<file path="config.mk">
export PLATFORM = sky130hd
export DESIGN_NAME = spsm_ctrl
export DESIGN_NICKNAME = d
export VERILOG_FILES = /design/src/hdl/spsm_pkg.sv /design/src/hdl/spsm_ctrl.sv
export SDC_FILE = /design/constraint.sdc
export NUM_CORES = 1
export LEC_CHECK = 0
export ABC_AREA = 1
export BUFFER_PORTS_ARGS = -buffer_cell sky130_fd_sc_hd__buf_2
export CAP_MARGIN = 5
export CORE_UTILIZATION = 53
export CTS_BUF_LIST = sky130_fd_sc_hd__clkbuf_4 sky130_fd_sc_hd__clkbuf_8
export DETAILED_ROUTE_END_ITERATION = 10
export GPL_ROUTABILITY_DRIVEN = 1
export HOLD_SLACK_MARGIN = 0.06
export PLACE_DENSITY = 0.87
export SYNTH_ARGS = -nofsm -noshare
export SYNTH_HDL_FRONTEND = slang
export SYNTH_SLANG_ARGS = --single-unit
</file>
<file path="constraint.sdc">
create_clock -name i_clk -period 1.89 [get_ports i_clk]
set_input_delay 0.189 -clock i_clk [delete_from_list [all_inputs] [get_ports i_clk]]
set_output_delay 0.189 -clock i_clk [all_outputs]
set_load 0.005 [all_outputs]
</file>
<file path="src/hdl/spsm_pkg.sv">
// shared types, field widths and codes of the slotted page space manager
`default_nettype none

package spsm_pkg;

    // default geometry of the page
    localparam int PAGE_BYTES_DEF = 8192;
    localparam int MAX_SLOTS_DEF  = 1024;

    // field widths of the request and result channels
    localparam int OPC_W    = 1;
    localparam int LEN_W    = 14;
    localparam int OFF_W    = 13;
    localparam int STATUS_W = 2;
    localparam int RANK_W   = 10;
    localparam int POS_W    = 13;
    localparam int COUNT_W  = 11;

    // page header layout
    localparam int WORD_BYTES   = 4;
    localparam int HEADER_WORDS = 2;

    typedef enum logic [OPC_W-1:0] {
        OP_ADD    = 1'b0,
        OP_DELETE = 1'b1
    } t_opcode;

    typedef enum logic [STATUS_W-1:0] {
        ST_PLACED    = 2'd0,
        ST_NO_ROOM   = 2'd1,
        ST_DELETED   = 2'd2,
        ST_NOT_FOUND = 2'd3
    } t_status;

    typedef enum logic [2:0] {
        IDX_HOLD = 3'd0,
        IDX_ZERO = 3'd1,
        IDX_LAST = 3'd2,
        IDX_INC  = 3'd3,
        IDX_DEC  = 3'd4
    } t_idx_op;

    typedef enum logic [1:0] {
        WR_NONE = 2'd0,
        WR_UP   = 2'd1,
        WR_DOWN = 2'd2,
        WR_PUT  = 2'd3
    } t_wr_op;

    typedef enum logic [1:0] {
        CNT_HOLD = 2'd0,
        CNT_INC  = 2'd1,
        CNT_DEC  = 2'd2
    } t_cnt_op;

    // controller to datapath
    typedef struct packed {
        logic    capture;
        t_idx_op idx_op;
        logic    free_upd;
        logic    take_gap;
        logic    take_bottom;
        logic    mark_del;
        t_wr_op  wr_op;
        t_cnt_op cnt_op;
        logic    res_set;
        t_status res_status;
        logic    out_load;
    } t_cmd;

    // datapath to controller
    typedef struct packed {
        logic op_del;
        logic len_short;
        logic dir_full;
        logic count_zero;
        logic is_last;
        logic page_full;
        logic gap_fits;
        logic bottom_fits;
        logic pos_match;
        logic at_rank;
    } t_stat;

endpackage

`default_nettype wire

</file>
<file path="src/hdl/spsm_ctrl.sv">
// sequencing state machine of the slotted page space manager
`default_nettype none

module spsm_ctrl import spsm_pkg::*; (
    input  logic  i_clk,
    input  logic  i_rst_n,
    input  logic  i_req_valid,
    output logic  o_req_ready,
    output logic  o_rsp_valid,
    input  logic  i_rsp_ready,
    output t_cmd  o_cmd,
    input  t_stat i_stat
);

    typedef enum logic [10:0] {
        S_IDLE    = 11'b000_0000_0001,
        S_START   = 11'b000_0000_0010,
        S_FULL    = 11'b000_0000_0100,
        S_ASCAN   = 11'b000_0000_1000,
        S_BOTTOM  = 11'b000_0001_0000,
        S_SHUP    = 11'b000_0010_0000,
        S_PUT     = 11'b000_0100_0000,
        S_DSCAN   = 11'b000_1000_0000,
        S_SHDN    = 11'b001_0000_0000,
        S_DEL_END = 11'b010_0000_0000,
        S_DONE    = 11'b100_0000_0000
    } t_state;

    t_state r_state, n_state;
    logic   r_rsp_valid, n_rsp_valid;
    t_cmd   cmd;

    always_comb begin
        cmd         = '0;
        n_state     = r_state;
        o_req_ready = 1'b0;
        case (r_state)
            S_IDLE: begin
                o_req_ready = 1'b1;
                if (i_req_valid) begin
                    cmd.capture = 1'b1;
                    n_state     = S_START;
                end
            end
            S_START: begin
                if (i_stat.op_del) begin
                    if (i_stat.count_zero) begin
                        cmd.res_set    = 1'b1;
                        cmd.res_status = ST_NOT_FOUND;
                        n_state        = S_DONE;
                    end else begin
                        cmd.idx_op = IDX_ZERO;
                        n_state    = S_DSCAN;
                    end
                end else if (i_stat.len_short || i_stat.dir_full) begin
                    cmd.res_set    = 1'b1;
                    cmd.res_status = ST_NO_ROOM;
                    n_state        = S_DONE;
                end else if (i_stat.count_zero) begin
                    n_state = S_BOTTOM;
                end else begin
                    cmd.idx_op = IDX_LAST;
                    n_state    = S_FULL;
                end
            end
            S_FULL: begin
                if (i_stat.page_full) begin
                    cmd.res_set    = 1'b1;
                    cmd.res_status = ST_NO_ROOM;
                    n_state        = S_DONE;
                end else begin
                    cmd.idx_op = IDX_ZERO;
                    n_state    = S_ASCAN;
                end
            end
            S_ASCAN: begin
                if (i_stat.gap_fits) begin
                    cmd.take_gap = 1'b1;
                    cmd.idx_op   = IDX_LAST;
                    n_state      = S_SHUP;
                end else begin
                    cmd.free_upd = 1'b1;
                    if (i_stat.is_last) begin
                        n_state = S_BOTTOM;
                    end else begin
                        cmd.idx_op = IDX_INC;
                    end
                end
            end
            S_BOTTOM: begin
                if (i_stat.bottom_fits) begin
                    cmd.take_bottom = 1'b1;
                    n_state         = S_PUT;
                end else begin
                    cmd.res_set    = 1'b1;
                    cmd.res_status = ST_NO_ROOM;
                    n_state        = S_DONE;
                end
            end
            S_SHUP: begin
                cmd.wr_op = WR_UP;
                if (i_stat.at_rank) begin
                    n_state = S_PUT;
                end else begin
                    cmd.idx_op = IDX_DEC;
                end
            end
            S_PUT: begin
                cmd.wr_op      = WR_PUT;
                cmd.cnt_op     = CNT_INC;
                cmd.res_set    = 1'b1;
                cmd.res_status = ST_PLACED;
                n_state        = S_DONE;
            end
            S_DSCAN: begin
                if (i_stat.pos_match) begin
                    cmd.mark_del = 1'b1;
                    if (i_stat.is_last) begin
                        n_state = S_DEL_END;
                    end else begin
                        cmd.idx_op = IDX_INC;
                        n_state    = S_SHDN;
                    end
                end else if (i_stat.is_last) begin
                    cmd.res_set    = 1'b1;
                    cmd.res_status = ST_NOT_FOUND;
                    n_state        = S_DONE;
                end else begin
                    cmd.idx_op = IDX_INC;
                end
            end
            S_SHDN: begin
                cmd.wr_op = WR_DOWN;
                if (i_stat.is_last) begin
                    n_state = S_DEL_END;
                end else begin
                    cmd.idx_op = IDX_INC;
                end
            end
            S_DEL_END: begin
                cmd.cnt_op     = CNT_DEC;
                cmd.res_set    = 1'b1;
                cmd.res_status = ST_DELETED;
                n_state        = S_DONE;
            end
            S_DONE: begin
                // wait until the output register has been emptied
                if (!r_rsp_valid || i_rsp_ready) begin
                    cmd.out_load = 1'b1;
                    n_state      = S_IDLE;
                end
            end
            default: begin
                n_state = S_IDLE;
            end
        endcase
    end

    always_comb begin
        n_rsp_valid = r_rsp_valid;
        if (cmd.out_load) begin
            n_rsp_valid = 1'b1;
        end else if (i_rsp_ready) begin
            n_rsp_valid = 1'b0;
        end
    end

    always_ff @(posedge i_clk) begin
        if (!i_rst_n) begin
            r_state     <= S_IDLE;
            r_rsp_valid <= 1'b0;
        end else begin
            r_state     <= n_state;
            r_rsp_valid <= n_rsp_valid;
        end
    end

    assign o_cmd       = cmd;
    assign o_rsp_valid = r_rsp_valid;

`ifndef NO_ASSERTIONS
    // a result is never loaded over one still waiting
    a_no_overwrite: assert property (@(posedge i_clk) disable iff (!i_rst_n)
        cmd.out_load |-> (!r_rsp_valid || i_rsp_ready))
        else $error("result loaded over a pending result");
`endif

endmodule

`default_nettype wire

</file>
### Word-level counts from Yosys, hierarchy flattened

Cells that the tools add are included.

* equal/unequal tests: 17
* multiplexer cells: 49
* reductions and logical operators: 7

Operator list (count)
* 11-bit 2-to-1 mux: 13
* 11-bit one-hot mux with 10 select lines: 1
* 3-bit 2-to-1 mux: 9
* 3-bit one-hot mux with 6 select lines: 1
* 1-bit 2-to-1 mux: 15
* 3-bit one-hot mux with 5 select lines: 1
* 11-bit by 1-bit == test with 1-bit output, second input constant: 1
* 11-bit by 10-bit == test with 1-bit output, second input constant: 1
* 11-bit == test, second input constant: 1
* 11-bit by 2-bit == test with 1-bit output, second input constant: 1
* 11-bit by 3-bit == test with 1-bit output, second input constant: 1
* 11-bit by 4-bit == test with 1-bit output, second input constant: 1
* 11-bit by 5-bit == test with 1-bit output, second input constant: 1
* 11-bit by 6-bit == test with 1-bit output, second input constant: 1
* 11-bit by 7-bit == test with 1-bit output, second input constant: 1
* 11-bit by 8-bit == test with 1-bit output, second input constant: 1
* 11-bit by 9-bit == test with 1-bit output, second input constant: 1
* 10-bit 2-to-1 mux: 1
* 2-bit 2-to-1 mux: 5
* 2-bit inequality test, second input constant: 4
* 3-bit inequality test, second input constant: 2
* 2-bit one-hot mux with 3 select lines: 1
* 6-bit AND reduction: 1
* 5-bit 2-to-1 mux: 1
* 5 further kinds: 7

* bits in registers: 12
* bits of input ports: 14
* output and inout port bits: 18
* logic and storage cells: 75

### Logic depth before layout (Yosys ltp)

Gate-level depths: netlist (run 1).

* depth in word-level cells: 5
* gate-level depth with buffers: 12
* gate-level depth less buffers: 12

### Worst setup path after synthesis (run 1)

OpenSTA, ideal clock, no wires.

* kind: register to output
* start: reg r_state[10]
* end: out o_cmd[12] (netlist bit)
* arrival time: 1.142 ns
* data required time: 1.701 ns
* path slack: 0.559 ns
* cell stages (with the launch flop): 8
* path buffers: 0
* path through: dfxtp_1 nor2_1 nand2_2 nor2_4 nand2_1 nor3_1 inv_1 nand4_1

RTL lines
* from (decl): line spsm_ctrl.sv:29 `t_state r_state, n_state;`
* from (signal assigned): line spsm_ctrl.sv:173 `r_state <= n_state;`
* to (decl): line spsm_ctrl.sv:11 `output t_cmd o_cmd,`

==> flow_summary.toml, run 1 <==
[worst_setup_path]
critPathBufInv = 2
r2r_end = "r_state[4]$_SDFFE_PN0P_"
reg2reg_setup_slack_ns = 0.19
path_delay_family = "simple AND/OR/NAND/NOR gates"
cpMostUsedCell = "nor2_4"
critPathLaunchType = "register"
path_class = "register to primary output"
cp_cell_sequence = "nor2_4 > nand2_4 > nor2_4 > nand2_2 > nor3_2 > inv_1 > nand4_1 > buf_2"
cp_slowest_cell = "dfxtp_1"
r2r-start = "r_state[9]$_SDFFE_PN0P_"
crit_fanout = 5
required_ns = 1.70
max_stage_delay_ns = 0.36
cp.arrival_ns = 1.64
r2r_cells = 9
endpoint_kind = "primary output"

[drt]
wl_per_cell_um = 11.99
vias = 1294
wl_met2_mm = 1.338
drt_wl_total_mm = 2.974
initialDrtViolationCount = 60
viasPerCell = 5.218
firstDrtPassIters = 6
drc = 0
top_layer_used = "met4"
wl_met1_mm = 1.300
ant_nets = 0
met3_length_um = 267

[place]
dp_hpwl_mm = 2.340
placedCellCount = 240
place_area_sq_um = 1221
gp_congestion = 0.9345
portBuffers = 31

[timing]
fin_skew_ns = 0.005005
period_share_pct = 96.84
slew_violations = 0
hold_viol_final = 0
fin_crit_ns = 1.830
relSlewSlack_pct = 79.74
whs_ns = 0.2011
worst_slew_pin_slew_ns = 0.3016
timing.fmax_mhz = 546.4
setup_violations = 0

[floorplan]
io_pins = 32
start_util_pct = 58.46
core_area_sq_um = 1783
die_w_um = 46.35
die_area_sq_um = 2148
rows = 15
die_height_um = 46.35

[final_layout]
fin_cells = 248
n_fill_cell = 149
nNetsFinal = 239
final_cell_area_sq_um = 1309
drive_gt1_share_pct = 29.15
diodes = 0
area.growth.synth_to_final_pct = 25.57
post-route-util_pct = 73.40
layout_common_cells = "inv_1, nor2_1, nand2_1, buf_2, nand3_1"
layout_commonest_cell = "inv_1"

[logic_synthesis]
synth-compound-area-share_pct = 5.522
avgSynthCellArea_sq_um = 5.634
synth_cells = 185
yosysSeqAreaShare_pct = 23.05
syn-num-nets = 199
synth-simple-area-share_pct = 57.02
synth_mux_area_share_pct = 0
yosys_register_bits = 12
yosysWarnings = 0
synth_top_family_by_area = "simple AND/OR/NAND/NOR gates"
synth_area_sq_um = 1042
synth_cell_types = 21
yosys.area_share.xor_xnor_pct = 0
synthAdderAreaFrac_pct = 0

[run]
drv_cap = 0

[grt]
grt_pass1_vias = 1040
antenna_found_initial = 0
grt_max_degree = 11
gr-total-overflow = 0
grt_pass1_wl_mm = 4.347
grt_use_total_pct = 28.57

[pwr]
peakVddDrop_mv = 0.5267
power_leakage_uw = 0.0007888
total_power_uw = 1138
pwr_density_cell_nw_per_um2 = 869.2

[clocking]
htreeDepth = 1
clock_sinks = 12
root_buffer = "clkbuf_4"
cts_buffer_depth = 2
path_clk_slew_ns = 0.08
cts_tree = "built"
insertion_delay_ns = 0.28
cts_made_buffers = 3

[hold_path]
hold_path_end = "o_rsp_valid$_SDFFE_PN0P_"
hold-path-cell-count = 2
hold_path.class = "primary input to register"
worstHoldStart = "i_rst_n"

[outcome]
outcome = "completed"
per-layer routing:
metal / up-vias / track usage, %
li1: 656 / -
met1: 556 / 37.79
met2: 73 / 46.94
met3: 9 / 3.529
met4: 0 / 10.00
met5: - / 0
power by group:
group          internal (uW)  leakage, uW  switching (uW)
Combinational            238     0.000676             423
Clock                   73.9    0.0000138            87.0
Sequential               286    0.0000988            29.4
worst max-delay path by stage:
stage	from	to	slack, ns	cells after the start
finish	r_state[7]$_SDFFE_PN0P_	o_cmd[12]	0.06	8
CTS	r_state[4]$_SDFFE_PN0P_	o_cmd[12]	-0.0003	8
global route	r_state[1]$_SDFFE_PN0P_	o_cmd[3]	-0.02	8
floorplan	r_state[10]$_SDFFE_PN0P_	o_cmd[12]	0.56	7
detailed placement	r_state[4]$_SDFFE_PN0P_	o_cmd[12]	0.22	8
global placement	r_state[4]$_SDFFE_PN0P_	o_cmd[12]	0.30	8
cell families after synthesis:
family / Yosys count
AO/OA/AOI/OAI: 10
AND/OR/NAND/NOR: 124
buffers and inverters: 39
flip-flops: 12
synthesized netlist by cell type:
cell type   n  area share, %
dfxtp_1    12             23
nand2_4     1            1.1
nand2_2     8            4.8
nand3_2     1           0.96
nand3b_1    2            1.4
o21ai_0     6            2.9
o21a_1      1           0.72
a21oi_1     1           0.48
nor2_1     39             14
inv_1      37             13
nand4_1     7            4.2
buf_4       1           0.72
nand3_1    16            7.7
nand2_1    35             13
o211ai_1    2            1.4
or2_2       2            1.2
nor4_1      1           0.60
clkinv_1    1           0.36
nor3_1      6            2.9
nor2_2      2            1.2
nor2_4      4            4.3
flip-flops by register name, indices dropped and copies added, names as in the netlist:
| name | flops |
|---|---|
| o_rsp_valid | 1 |
| r_state | 11 |
area by class of cell:
class	instances	area [sq um]	share of cell area [%]
Tap cell	25	31.28	2.390
Multi-Input combinational cell	135	683.2	52.20
Inverter	38	142.6	10.90
Clock buffer	3	22.52	1.721
Sequential cell	12	244.0	18.64
Timing Repair Buffer	35	185.2	14.15
timing repair:
action / CTS / global route
buffers inserted: 0 / 4
cloned: 0 / 1
hold buffers: 0 / 0
pin swaps: 0 / 8
resized for setup: 1 / 9
endpoints found under the setup margin: 1 / 4
through the flow:
stage | setup WS (ns) | setup TNS, ns
3_3_place_gp | 0.2967 | 0
4_1_cts | -0.0003273 | -0.0003273
6_report | 0.05970 | 0
5_1_grt | -0.02359 | -0.05956
3_5_place_dp | 0.2219 | 0
2_1_floorplan | 0.5590 | 0
worst register-to-register path, stage by stage, from the launching register on:
cell	delay [ns]
dfxtp_1	0.39
nor2_2	0.06
nand2_2	0.15
nor2_4	0.08
buf_4	0.14
nand3_1	0.15
nand4_1	0.14
nor2_1	0.27
o21ai_0	0.15
nor2_1	0.11
Power figures use the tool's default switching activity.
==> run 2, diff against run 1 <==
--- a/config.mk
+++ b/config.mk
@@ -6,14 +6,15 @@
 export NUM_CORES = 1
 export LEC_CHECK = 0
 export ABC_AREA = 1
-export BUFFER_PORTS_ARGS = -buffer_cell sky130_fd_sc_hd__buf_2
 export CAP_MARGIN = 5
-export CORE_UTILIZATION = 53
+export CORE_UTILIZATION = 56
 export CTS_BUF_LIST = sky130_fd_sc_hd__clkbuf_4 sky130_fd_sc_hd__clkbuf_8
 export DETAILED_ROUTE_END_ITERATION = 10
+export DONT_BUFFER_PORTS = 1
 export GPL_ROUTABILITY_DRIVEN = 1
 export HOLD_SLACK_MARGIN = 0.06
-export PLACE_DENSITY = 0.87
+export PLACE_DENSITY = 0.76
+export RECOVER_POWER = 50
 export SYNTH_ARGS = -nofsm -noshare
 export SYNTH_HDL_FRONTEND = slang
 export SYNTH_SLANG_ARGS = --single-unit
==> run 2 against run 1 <==
Against the previous run:
- die area down 5.1%
- sequential share of layout area is 2.9 points higher
- maximum frequency increased by 3.1%
- combinational power decreased by 19%
- non-clock buffer count fell by 33
- first-iteration DRC count is 15% lower
- critical path depth is 2 lower
- utilization fell by 8.7 points
- highest routed layer unchanged
==> flow_summary.toml, run 2 (synthesized netlist as in run 1, its figures left out) <==
[final_layout]
layout_common_cells = "nor2_1, inv_1, nand2_1, nand3_1, dfxtp_1"
regMostFlops = "r_state"
nNetsFinal = 206
largest_reg_flops = 11
layout_commonest_cell = "nor2_1"
area.growth.synth_to_final_pct = 7.203
drive_gt1_share_pct = 11.58
diodes = 0
post-route-util_pct = 64.71
fin_cells = 215

[worst_setup_path]
r2r_cells = 9
critPathBufInv = 1
required_ns = 1.70
crit_fanout = 5
r2r_end = "r_state[4]$_SDFFE_PN0P_"
startpoint = "r_state[7]$_SDFFE_PN0P_"
max_stage_delay_ns = 0.37
reg2reg_setup_slack_ns = 0.15
path_delay_family = "simple AND/OR/NAND/NOR gates"
cpMostUsedCell = "nor2_4"
critPathLaunchType = "register"
endpoint = "o_cmd[13]"
cp_slowest_cell = "dfxtp_1"
worst-path-stages = 6
path_class = "register to primary output"
endpoint_kind = "primary output"
cp.arrival_ns = 1.59
cp_cell_sequence = "nor2_4 > nand2_4 > nor2_4 > clkbuf_4 > nand2_1 > o211ai_1"
r2r-start = "r_state[7]$_SDFFE_PN0P_"

[timing]
fin_crit_ns = 1.776
timing.fmax_mhz = 563.1
slew_violations = 0
fin_setup_tns_ns = 0
setup_ws_ns = 0.1140
relSlewSlack_pct = 76.41
fin_skew_ns = 0.003952
setup_violations = 0
worst_slew_pin_slew_ns = 0.3525
period_share_pct = 93.97
rsz0062_at_grt = "false"
hold_viol_final = 0

[drt]
drt_wl_total_mm = 2.730
firstDrtPassIters = 5
ant_nets = 0
initialDrtViolationCount = 51
viasPerCell = 5.586
drc = 0
vias = 1201
wl_per_cell_um = 12.70

[pwr]
peakVddDrop_mv = 0.4332
power_frac_comb_pct = 53.2
power_frac_seq_pct = 31.1
power_leakage_uw = 0.0006237
switchingPower_uw = 485.9
pwr_density_cell_nw_per_um2 = 900.6
p_int_uw = 520.3
clkPwrFrac_pct = 15.7
total_power_uw = 1006
swShare_pct = 48.29

[grt]
gr-total-overflow = 0
antenna_found_initial = 0
grt_pass1_vias = 940
grt_pass1_wl_mm = 4.008
grt_max_degree = 11
grt_use_total_pct = 27.63

[clocking]
htreeDepth = 1
cts_made_buffers = 3
cts_buffer_depth = 2
root_buffer = "clkbuf_4"
cts_tree = "built"
path_clk_slew_ns = 0.07
clock_sinks = 12
insertion_delay_ns = 0.28

[floorplan]
start_util_pct = 60.36
die_w_um = 45.14
die_area_sq_um = 2038
die_height_um = 45.14
io_pins = 32
rows = 15
core_area_sq_um = 1727

[outcome]
outcome = "completed"

[place]
place_ws_ns = 0.2622
gp_congestion = 0.9367
placedCellCount = 209
dp_hpwl_mm = 2.148
portBuffers = 0

[hold_path]
hold_path.class = "primary input to register"

[run]
drv_cap = 0
## run 2: layout make-up
cell class,count,area [sq um]
clock buffers,3,22.52
repair buffers,2,17.52
well taps,25,31.28
inverters,38,142.6
multi-input cells,135,663.1
flip-flops and latches,12,240.2
fillers,192,609.3
## run 2: power groups by stage
stage / clock [uW] / sequential, uW / combinational [uW]
2_1_floorplan: 0 / 312 / 422
3_3_place_gp: 0 / 315 / 496
3_5_place_dp: 0 / 317 / 512
4_1_cts: 158 / 311 / 518
5_1_grt: 172 / 316 / 577
6_report: 158 / 313 / 536
## run 2: per-stage QoR
step	hold slack [ns]	instance area, sq um
after CTS	0.06618	1099
after floorplan	0.2734	1042
after global placement	0.2978	1066
after global routing	0.05992	1117
final	0.06734	1117
after detailed placement	0.2883	1066
## run 2: routing by layer
layer,part of all wire (%),GRT usage (%),routed length [um]
met1,44,40.00,1210
met2,43,40.00,1185
met3,11,5.200,289
met4,1.6,10.91,45
met5,0,0,0
## run 2: worst min path at each step
stage	start	endpoint	slack, ns	cells after the start
floorplan	i_rst_n	r_state[0]$_SDFFE_PN1P_	0.27	1
global placement	i_rst_n	r_state[0]$_SDFFE_PN1P_	0.30	1
detailed placement	i_rst_n	r_state[0]$_SDFFE_PN1P_	0.29	1
CTS	i_rst_n	r_state[1]$_SDFFE_PN0P_	0.07	2
global route	i_rst_n	r_state[1]$_SDFFE_PN0P_	0.06	2
finish	i_rst_n	r_state[1]$_SDFFE_PN0P_	0.07	2
## run 2: what timing repair did
action / 4_1_cts / 5_1_grt
hold buffers: 1 / 0
resized for setup: 0 / 3
endpoints found under the hold margin: 3 / 0
endpoints found under the setup margin: 0 / 2
buffers inserted: 0 / 1
## run 2: worst register-to-register path: cells and delay by family, from the launching register on
kind	cells	cell delay [ns]
AO/OA/AOI/OAI	1	0.17
buffers and inverters	1	0.13
flip-flops	1	0.44
AND/OR/NAND/NOR	7	0.92
